--- config.mk ---
export PLATFORM = sky130hd
export DESIGN_NAME = esc_throttle_and_current_limit_unit
export DESIGN_NICKNAME = d
export VERILOG_FILES = /design/src/hw/rtl/esc_tcl_pkg.sv /design/src/hw/rtl/esc_throttle_and_current_limit_unit.sv
export VERILOG_INCLUDE_DIRS = /design/src /design/src/hw/rtl
export SDC_FILE = /design/constraint.sdc
export NUM_CORES = 1
export LEC_CHECK = 0
export BUFFER_PORTS_ARGS = -buffer_cell sky130_fd_sc_hd__buf_2
export CAP_MARGIN = 30
export CELL_PAD_IN_SITES_DETAIL_PLACEMENT = 1
export CELL_PAD_IN_SITES_GLOBAL_PLACEMENT = 2
export CORE_MARGIN = 2
export CORE_UTILIZATION = 27
export CTS_CLUSTER_DIAMETER = 30
export DETAILED_ROUTE_END_ITERATION = 12
export PLACE_DENSITY = 0.59
export SLEW_MARGIN = 10
export SYNTH_ARGS = -nofsm -noshare
export SYNTH_HDL_FRONTEND = slang
export SYNTH_SLANG_ARGS = --single-unit
--- constraint.sdc ---
create_clock -name i_clk -period 18.14 [get_ports i_clk]
set_input_delay 5.442 -clock i_clk [delete_from_list [all_inputs] [get_ports i_clk]]
set_output_delay 5.442 -clock i_clk [all_outputs]
set_load 0.01 [all_outputs]
--- src/hw/rtl/esc_throttle_and_current_limit_unit_macros.svh ---
// assertion macros for the throttle and current limit unit
`ifndef ESC_THROTTLE_AND_CURRENT_LIMIT_UNIT_MACROS_SVH
`define ESC_THROTTLE_AND_CURRENT_LIMIT_UNIT_MACROS_SVH

// same-cycle implication
`define ETCL_ASSERT_NOW(lbl, clk, rst_n, ante, cons, msg) \
    lbl: assert property (@(posedge clk) disable iff (!rst_n) (ante) |-> (cons)) \
        else $error(msg);

// next-cycle implication
`define ETCL_ASSERT_NEXT(lbl, clk, rst_n, ante, cons, msg) \
    lbl: assert property (@(posedge clk) disable iff (!rst_n) (ante) |=> (cons)) \
        else $error(msg);

`endif

--- src/hw/rtl/esc_tcl_pkg.sv ---
package esc_tcl_pkg;

    localparam int CFG_IDX_W  = 3;
    localparam int CFG_DATA_W = 10;

    localparam logic [CFG_IDX_W-1:0] REG_MAX_PWM        = 3'd0;
    localparam logic [CFG_IDX_W-1:0] REG_MIN_PWM        = 3'd1;
    localparam logic [CFG_IDX_W-1:0] REG_MIN_PPM        = 3'd2;
    localparam logic [CFG_IDX_W-1:0] REG_FAST_LIMIT     = 3'd3;
    localparam logic [CFG_IDX_W-1:0] REG_AVG_LIMIT      = 3'd4;
    localparam logic [CFG_IDX_W-1:0] REG_DOUBLE_WIDTH   = 3'd5;

    localparam logic [7:0] RST_MAX_PWM    = 8'd255;
    localparam logic [7:0] RST_MIN_PWM    = 8'd5;
    localparam logic [7:0] RST_MIN_PPM    = 8'd10;
    localparam logic [9:0] RST_FAST_LIMIT = 10'd200;
    localparam logic [7:0] RST_AVG_LIMIT  = 8'd120;

    localparam logic [9:0] PPM_INVALID_ABOVE = 10'd300;
    localparam logic [9:0] PPM_FULL          = 10'd200;
    localparam logic [7:0] PPM_TOP           = 8'd190;
    localparam logic [7:0] SIO_FULL          = 8'd200;

    localparam int QUO_W     = 16;
    localparam int DIV_STEPS = QUO_W;
    localparam int CNT_W     = $clog2(DIV_STEPS);

    typedef struct packed {
        logic       i2c_valid;
        logic [7:0] i2c_value;
        logic       sio_valid;
        logic [7:0] sio_value;
        logic       ppm_valid;
        logic [9:0] ppm_value;
        logic [9:0] motor_current;
        logic       average_tick;
    } t_in_beat;

    typedef struct packed {
        logic [8:0] duty_wide;
        logic [7:0] duty_narrow;
        logic [7:0] setpoint;
        logic [7:0] duty_ceiling;
        logic [7:0] average_current;
        logic       overcurrent;
        logic       warning_led;
    } t_out_beat;

    typedef enum logic [4:0] {
        S_IDLE = 5'b00001,
        S_PREP = 5'b00010,
        S_MUL  = 5'b00100,
        S_DIV  = 5'b01000,
        S_FIN  = 5'b10000
    } t_state;

endpackage

--- src/hw/rtl/esc_throttle_and_current_limit_unit.sv ---
// channel | direction | handshake                  | beat
// in      | input     | i_in_valid / o_in_ready    | esc_tcl_pkg::t_in_beat
// out     | output    | o_out_valid / i_out_ready  | esc_tcl_pkg::t_out_beat
// cfg     | input     | i_cfg_valid / o_cfg_ready  | i_cfg_index, i_cfg_data
//
// one beat at a time: a serial setpoint, or a pulse-width setpoint above the minimum, runs through
// prep, 8x8 multiply, 16 restoring divide steps and finish; the result and a free input both
// follow finish; bus, decay and other direct setpoints skip the multiply and divider, prep to finish
// i_rst_n is synchronous active low; state, config and limiter registers return to their reset values
// a new input beat is taken while a result still waits; finish holds if out is stalled
// cfg writes are always ready

`include "esc_throttle_and_current_limit_unit_macros.svh"

module esc_throttle_and_current_limit_unit (
    input  logic                                  i_clk,
    input  logic                                  i_rst_n,
    input  logic                                  i_in_valid,
    output logic                                  o_in_ready,
    input  esc_tcl_pkg::t_in_beat                 i_in_data,
    output logic                                  o_out_valid,
    input  logic                                  i_out_ready,
    output esc_tcl_pkg::t_out_beat                o_out_data,
    input  logic                                  i_cfg_valid,
    output logic                                  o_cfg_ready,
    input  logic [esc_tcl_pkg::CFG_IDX_W-1:0]     i_cfg_index,
    input  logic [esc_tcl_pkg::CFG_DATA_W-1:0]    i_cfg_data
);

    esc_tcl_pkg::t_state    r_state, n_state;
    esc_tcl_pkg::t_in_beat  r_in, n_in;
    esc_tcl_pkg::t_out_beat r_out, n_out;
    logic                   r_out_valid, n_out_valid;

    logic [7:0] r_max_pwm, n_max_pwm;
    logic [7:0] r_min_pwm, n_min_pwm;
    logic [7:0] r_min_ppm, n_min_ppm;
    logic [9:0] r_fast_lim, n_fast_lim;
    logic [7:0] r_avg_lim, n_avg_lim;
    logic       r_dbl, n_dbl;

    logic [7:0] r_held, n_held;
    logic [9:0] r_avg, n_avg;
    logic [7:0] r_ceil, n_ceil;
    logic       r_red, n_red;

    logic [7:0]                    r_mul_a, n_mul_a;
    logic [7:0]                    r_mul_b, n_mul_b;
    logic [7:0]                    r_div_d, n_div_d;
    logic [esc_tcl_pkg::QUO_W-1:0] r_quo, n_quo;
    logic [7:0]                    r_rem, n_rem;
    logic [esc_tcl_pkg::CNT_W-1:0] r_cnt, n_cnt;
    logic                          r_neg, n_neg;
    logic [7:0]                    r_base, n_base;
    logic                          r_direct, n_direct;
    logic [7:0]                    r_sp_raw, n_sp_raw;

    logic                          in_fire;
    logic                          fin_go;
    logic [9:0]                    ppm_a;
    logic [7:0]                    ppm_c;
    logic [8:0]                    trial;
    logic                          trial_ge;
    logic [8:0]                    trial_diff;
    logic [16:0]                   val;
    logic [7:0]                    sp;
    logic [7:0]                    duty;
    logic                          over;
    logic                          clip;
    logic                          avg_hot;

    assign o_in_ready  = (r_state == esc_tcl_pkg::S_IDLE);
    assign o_cfg_ready = 1'b1;
    assign o_out_valid = r_out_valid;
    assign o_out_data  = r_out;
    assign in_fire     = i_in_valid && o_in_ready;
    assign fin_go      = (r_state == esc_tcl_pkg::S_FIN) && (!r_out_valid || i_out_ready);

    // pulse width conditioning
    assign ppm_a = (r_in.ppm_value > esc_tcl_pkg::PPM_INVALID_ABOVE) ? 10'd0 : r_in.ppm_value;
    assign ppm_c = (ppm_a > esc_tcl_pkg::PPM_FULL) ? esc_tcl_pkg::PPM_FULL[7:0] : ppm_a[7:0];

    // restoring divide step
    assign trial      = {r_rem, r_quo[esc_tcl_pkg::QUO_W-1]};
    assign trial_ge   = (trial >= {1'b0, r_div_d});
    assign trial_diff = trial - {1'b0, r_div_d};

    // finish datapath
    always_comb begin
        if (r_direct) begin
            val = {9'd0, r_sp_raw};
        end else if (r_neg) begin
            val = (r_quo > {8'd0, r_base}) ? 17'd0 : 17'({8'd0, r_base} - r_quo);
        end else begin
            val = 17'(r_base) + 17'(r_quo);
        end
    end

    assign sp   = (val > 17'(r_max_pwm)) ? r_max_pwm : val[7:0];
    assign clip = (sp > r_ceil);
    assign duty = clip ? r_ceil : sp;
    assign over = (r_in.motor_current > r_fast_lim);

    always_comb begin
        n_avg = r_avg;
        if (r_in.average_tick) begin
            if (r_avg < r_in.motor_current) begin
                n_avg = r_avg + 10'd1;
            end else if (r_avg > r_in.motor_current) begin
                n_avg = r_avg - 10'd1;
            end
        end
    end

    assign avg_hot = r_in.average_tick && (n_avg > {2'd0, r_avg_lim});

    always_comb begin
        n_state     = r_state;
        n_in        = r_in;
        n_out       = r_out;
        n_out_valid = r_out_valid;
        n_max_pwm   = r_max_pwm;
        n_min_pwm   = r_min_pwm;
        n_min_ppm   = r_min_ppm;
        n_fast_lim  = r_fast_lim;
        n_avg_lim   = r_avg_lim;
        n_dbl       = r_dbl;
        n_held      = r_held;
        n_ceil      = r_ceil;
        n_red       = r_red;
        n_mul_a     = r_mul_a;
        n_mul_b     = r_mul_b;
        n_div_d     = r_div_d;
        n_quo       = r_quo;
        n_rem       = r_rem;
        n_cnt       = r_cnt;
        n_neg       = r_neg;
        n_base      = r_base;
        n_direct    = r_direct;
        n_sp_raw    = r_sp_raw;

        if (r_out_valid && i_out_ready) begin
            n_out_valid = 1'b0;
        end

        if (i_cfg_valid) begin
            case (i_cfg_index)
                esc_tcl_pkg::REG_MAX_PWM:      n_max_pwm  = i_cfg_data[7:0];
                esc_tcl_pkg::REG_MIN_PWM:      n_min_pwm  = i_cfg_data[7:0];
                esc_tcl_pkg::REG_MIN_PPM:      n_min_ppm  = i_cfg_data[7:0];
                esc_tcl_pkg::REG_FAST_LIMIT:   n_fast_lim = i_cfg_data[9:0];
                esc_tcl_pkg::REG_AVG_LIMIT:    n_avg_lim  = i_cfg_data[7:0];
                esc_tcl_pkg::REG_DOUBLE_WIDTH: n_dbl      = i_cfg_data[0];
                default: ;
            endcase
        end

        case (r_state)
            esc_tcl_pkg::S_IDLE: begin
                if (in_fire) begin
                    n_in    = i_in_data;
                    n_state = esc_tcl_pkg::S_PREP;
                end
            end
            esc_tcl_pkg::S_PREP: begin
                n_direct = 1'b1;
                n_neg    = 1'b0;
                n_base   = 8'd0;
                n_sp_raw = 8'd0;
                n_mul_a  = r_max_pwm;
                n_mul_b  = r_in.sio_value;
                n_div_d  = esc_tcl_pkg::SIO_FULL;
                if (r_in.i2c_valid) begin
                    n_sp_raw = r_in.i2c_value;
                    n_red    = 1'b0;
                end else if (r_in.sio_valid) begin
                    n_direct = 1'b0;
                end else if (r_in.ppm_valid) begin
                    n_red = 1'b0;
                    if (ppm_c <= r_min_ppm) begin
                        n_sp_raw = 8'd0;
                    end else if (r_min_ppm >= esc_tcl_pkg::PPM_TOP) begin
                        n_sp_raw = r_max_pwm;
                    end else begin
                        n_direct = 1'b0;
                        n_neg    = (r_min_pwm > r_max_pwm);
                        n_mul_a  = (r_min_pwm > r_max_pwm) ? (r_min_pwm - r_max_pwm)
                                                           : (r_max_pwm - r_min_pwm);
                        n_mul_b  = ppm_c - r_min_ppm;
                        n_div_d  = esc_tcl_pkg::PPM_TOP - r_min_ppm;
                        n_base   = r_min_pwm;
                    end
                end else begin
                    n_sp_raw = (r_held != 8'd0) ? (r_held - 8'd1) : 8'd0;
                    n_red    = 1'b1;
                end
                n_state = n_direct ? esc_tcl_pkg::S_FIN : esc_tcl_pkg::S_MUL;
            end
            esc_tcl_pkg::S_MUL: begin
                n_quo   = 16'(r_mul_a) * 16'(r_mul_b);
                n_rem   = 8'd0;
                n_cnt   = '0;
                n_state = esc_tcl_pkg::S_DIV;
            end
            esc_tcl_pkg::S_DIV: begin
                n_rem = trial_ge ? trial_diff[7:0] : trial[7:0];
                n_quo = {r_quo[esc_tcl_pkg::QUO_W-2:0], trial_ge};
                n_cnt = r_cnt + 1'b1;
                if (r_cnt == esc_tcl_pkg::CNT_W'(esc_tcl_pkg::DIV_STEPS - 1)) begin
                    n_state = esc_tcl_pkg::S_FIN;
                end
            end
            esc_tcl_pkg::S_FIN: begin
                if (fin_go) begin
                    n_held = sp;
                    n_ceil = r_ceil;
                    if (r_in.average_tick) begin
                        if (avg_hot) begin
                            n_ceil = (r_ceil != 8'd0) ? (r_ceil - 8'd1) : 8'd0;
                        end else if (r_ceil < r_max_pwm) begin
                            n_ceil = r_ceil + 8'd1;
                        end
                    end
                    n_red = r_red | clip | over | avg_hot;
                    n_out.duty_wide       = over ? 9'd0 : (r_dbl ? {duty, 1'b0} : {1'b0, duty});
                    n_out.duty_narrow     = over ? 8'd0 : duty;
                    n_out.setpoint        = sp;
                    n_out.duty_ceiling    = n_ceil;
                    n_out.average_current = n_avg[7:0];
                    n_out.overcurrent     = over;
                    n_out.warning_led     = n_red;
                    n_out_valid           = 1'b1;
                    n_state               = esc_tcl_pkg::S_IDLE;
                end
            end
            default: begin
                n_state = esc_tcl_pkg::S_IDLE;
            end
        endcase
    end

    always_ff @(posedge i_clk) begin
        if (!i_rst_n) begin
            r_state     <= esc_tcl_pkg::S_IDLE;
            r_out_valid <= 1'b0;
            r_max_pwm   <= esc_tcl_pkg::RST_MAX_PWM;
            r_min_pwm   <= esc_tcl_pkg::RST_MIN_PWM;
            r_min_ppm   <= esc_tcl_pkg::RST_MIN_PPM;
            r_fast_lim  <= esc_tcl_pkg::RST_FAST_LIMIT;
            r_avg_lim   <= esc_tcl_pkg::RST_AVG_LIMIT;
            r_dbl       <= 1'b0;
            r_held      <= 8'd0;
            r_avg       <= 10'd0;
            r_ceil      <= esc_tcl_pkg::RST_MAX_PWM;
            r_red       <= 1'b0;
        end else begin
            r_state     <= n_state;
            r_out_valid <= n_out_valid;
            r_max_pwm   <= n_max_pwm;
            r_min_pwm   <= n_min_pwm;
            r_min_ppm   <= n_min_ppm;
            r_fast_lim  <= n_fast_lim;
            r_avg_lim   <= n_avg_lim;
            r_dbl       <= n_dbl;
            r_held      <= n_held;
            // average level only moves on a finished pass
            if (fin_go) begin
                r_avg <= n_avg;
            end
            r_ceil      <= n_ceil;
            r_red       <= n_red;
        end
    end

    always_ff @(posedge i_clk) begin
        r_in     <= n_in;
        r_out    <= n_out;
        r_mul_a  <= n_mul_a;
        r_mul_b  <= n_mul_b;
        r_div_d  <= n_div_d;
        r_quo    <= n_quo;
        r_rem    <= n_rem;
        r_cnt    <= n_cnt;
        r_neg    <= n_neg;
        r_base   <= n_base;
        r_direct <= n_direct;
        r_sp_raw <= n_sp_raw;
    end

    `ETCL_ASSERT_NOW(a_ovc_zero, i_clk, i_rst_n, o_out_valid && o_out_data.overcurrent, o_out_data.duty_wide == 9'd0 && o_out_data.duty_narrow == 8'd0, "overcurrent result with nonzero duty")
    `ETCL_ASSERT_NOW(a_sp_bound, i_clk, i_rst_n, o_out_valid, o_out_data.duty_narrow <= o_out_data.setpoint && o_out_data.setpoint <= r_max_pwm, "duty or setpoint above its bound")
    `ETCL_ASSERT_NEXT(a_one_beat, i_clk, i_rst_n, i_in_valid && o_in_ready, !o_in_ready, "second beat taken while busy")
    `ETCL_ASSERT_NEXT(a_div_end, i_clk, i_rst_n, r_state == esc_tcl_pkg::S_DIV && r_cnt == esc_tcl_pkg::CNT_W'(esc_tcl_pkg::DIV_STEPS - 1), r_state == esc_tcl_pkg::S_FIN, "divider did not hand over to finish")

endmodule
==> run summary <==
=========================================================================================
Number of setup violations in the final report                                          0
Seq/Total Area, Yosys                                                               39.0%
EDFF count, synth                                                                     153
Drc violations                                                                          0
First-pass GRT wire length                                                        80.7 mm
Drt via density                                                                      4.86
Final hold violation count                                                              0
Fraction of final layout cells sized beyond drive strength 1                        14.1%
Setup Buffers After CTS                                                                 0
Post-Layout Cell Count                                                               2652
Bufs and invs on worst path                                                             1
Highest achievable clock rate                                                     139 MHz
Clock tree from TritonCTS                                                           built
Post-synthesis area per instance                                               9.28 sq um
Total routed wirelength                                                           51.3 mm
Total power per unit cell area                                                116 nW/um^2
Nets@finish                                                                          2069
Final period utilization                                                            39.7%
Total nets after synthesis                                                           1935
Count of antenna-violating nets left after detailed routing                             0
Filler Cells Inserted                                                                6587
Hold bufs inserted after CTS                                                            0
Overflow left after global routing                                                      0
Top delay family on crit path                                                compound AO/OA/AOI/OAI gates
Starting DRC count in detailed routing                                                543
Static leakage                                                                    8.35 nW
CP Max Fanout                                                                          20
Dpl hpwl                                                                          38.3 mm
Most prevalent standard cell on the critical path                                 a21oi_1
Number of primary I/O pins                                                            104
Post-synthesis cell count                                                            1692
Most frequently used flop master after synthesis                                 edfxtp_1
Most used cells in the layout excluding fill and tap cells                   nand2_1, inv_1, edfxtp_1
Die W                                                                              245 um
Quantity of gates resized following cts                                                 0
Run status                                                                   finished, final reports clean
Max_slew headroom                                                                   38.4%
Maximum ir drop on the vdd rail                                                  0.105 mV
Number of cell rows                                                                    88
Total number of H-tree levels                                                           3
Number of port buffers                                                                102
Number of vias after detailed routing                                               12900
Endpoint required time on the critical path                                      18540 ps
Area Growth Syn to Fin                                                              25.0%
Flip-flop and latch area                                                       6120 sq um
Final Max Slew Viols                                                                    0
Number of detailed-routing iterations run before antenna repair                         5
GR Util All Layers                                                                  17.4%
Starting density of the core                                                        27.3%
WP data arrival                                                                   7600 ps
Clock-pin slew on the worst setup and hold paths                                    40 ps
Most frequent standard cell in the layout excluding fill and tap cells            nand2_1
Routability congestion estimate from global placement                               0.798
Final core utilization                                                              34.1%
Clock tree root buffer cell                                                     clkbuf_16
Die outline area                                                              60100 sq um
Vias in the first global route                                                      14100
Number of different library cells in the post-synthesis netlist                        84
Clock latency on the worst-skew pair                                               590 ps
Transition time of the tightest slew-check pin                                     924 ps
Type of the tightest min-delay check                                              reg2reg
Nature of the critical path endpoint                                            flip-flop
CP max-delay cell                                                                   or4_1
RSZ-0062 raised after global routing                                                false
Footprint of the multi-input gates                                             8710 sq um
Sum of internal, switching and leakage power                                      2.27 mW
CP peak stage delay                                                                610 ps
MaxCap Viol Count                                                                       0
Area inside the core boundary                                                 57600 sq um
Maximum count of clock buffers along a single path                                      3
Number of antenna violations at the first check in global routing                       4
Total negative setup slack                                                           0 ps
Post-DR wirelength/cell                                                           19.3 um
Sink Count                                                                            229
Maximum number of pins on one net before global-route repair                           55
Clock period minus final worst setup slack                                        7200 ps
Number of instances in the placed design                                             2516
Worst setup skew after layout                                                     17.3 ps
Die span in y                                                                      245 um
Number of synthesis warnings                                                            0
Clock buffers created by TritonCTS                                                     72
Synthesis-stage register bit count                                                    229
Crit path kind                                                                    reg2reg
Area of the mapped netlist                                                    15700 sq um
Nature of the critical path startpoint                                          flip-flop
Proportion of register bits with asynchronous set or reset after synthesis             0%
=========================================================================================
-- final cells by class --
| cell class | instances | area share [%] |
|---|---|---|
| multi-input cells | 1233 | 44.4 |
| flip-flops and latches | 229 | 31.2 |
| clock buffers | 82 | 9.69 |
| well taps | 765 | 4.88 |
| clock inverters | 50 | 3.30 |
| repair buffers | 120 | 3.29 |
| inverters | 170 | 3.25 |
| diodes | 3 | 0.0382 |
-- metal layers --
metal / share of wire, % / vias to the layer above / track usage (%)
li1: - / 6281 / -
met1: 47 / 6325 / 22.4
met2: 47 / 207 / 29.1
met3: 3.7 / 75 / 3.30
met4: 2.3 / 2 / 6.08
met5: 0.016 / - / 0
-- where the power goes --
group,switching [mW],leakage [nW],internal (mW)
Clock,0.378,1.23,0.934
Sequential,0.0206,2.02,0.599
Combinational,0.200,5.10,0.137
Total,0.598,8.35,1.67
-- final timing paths --
kind | slack [ps] | cells after the start | to | from
max | 10940 | 25 | o_out_data[37] | r_quo[13]
min | 460 | 2 | r_dbl | r_dbl
max reg2reg | 10940 | 25 | o_out_data[37] | r_quo[13]
min reg2reg | 460 | 2 | r_dbl | r_dbl
-- cells by family (layout without fill, tap and decap cells) --
kind of cell	after synthesis	in the layout	synth area share, %
AND/OR/NAND/NOR	561	561	17.2
adder cells (fa/ha/maj)	185	185	16.8
other	1	4	0.0239
buffers and inverters	230	422	5.60
multiplexers	23	23	1.50
AO/OA/AOI/OAI	402	402	16.6
XOR/XNOR	61	61	3.40
flip-flops	229	229	39.0
-- worst min-delay path, stage by stage, from the launching register on --
cell	delay [ps]
dfxtp_1	300
nand2_1	50
a21oi_1	50
-- synthesized netlist by cell type, types with 9 or more instances --
| master | count | area, sq um |
|---|---|---|
| nand2_1 | 204 | 766 |
| inv_1 | 170 | 638 |
| edfxtp_1 | 153 | 4590 |
| ha_1 | 143 | 1790 |
| nor2_1 | 117 | 439 |
| a21oi_1 | 111 | 556 |
| o21ai_0 | 97 | 485 |
| dfxtp_1 | 76 | 1520 |
| and2_1 | 52 | 325 |
| clkbuf_1 | 51 | 191 |
| fa_1 | 42 | 841 |
| nor3_1 | 36 | 180 |
| xnor2_1 | 31 | 272 |
| xor2_1 | 30 | 263 |
| nand3_1 | 27 | 135 |
| nand4_1 | 27 | 169 |
| o211ai_1 | 26 | 195 |
| o21a_1 | 20 | 150 |
| mux2i_1 | 19 | 190 |
| nor2b_1 | 19 | 119 |
| a21o_1 | 17 | 128 |
| or3_1 | 17 | 106 |
| o31ai_1 | 16 | 120 |
| nand2b_1 | 13 | 81.3 |
| a211oi_1 | 12 | 90.1 |
| a22o_1 | 10 | 87.6 |
| a31oi_1 | 9 | 56.3 |
| o21ai_1 | 9 | 45.0 |
-- flip-flops by register name (all words and copies together), names as in the netlist, 4 cells and up --
register	cells
r_state	5
r_max_pwm	8
r_rem	8
r_div_d	8
r_in	40
r_cnt	4
r_mul_a	8
r_held	8
r_ceil	8
r_quo	16
r_sp_raw	8
r_mul_b	8
r_fast_lim	10
r_min_pwm	8
r_base	8
r_avg	10
r_avg_lim	8
r_min_ppm	8
o_out_data	43
-- per-stage QoR --
step	hold WS, ps	setup WS [ps]	cell area (sq um)
floorplan	436	10440	15700
global placement	446	10430	17100
detailed placement	451	10370	17100
CTS	458	10950	19600
global route	478	10390	19600
finish	455	10940	19600
Note: power is estimated with default switching activity, not from simulation.
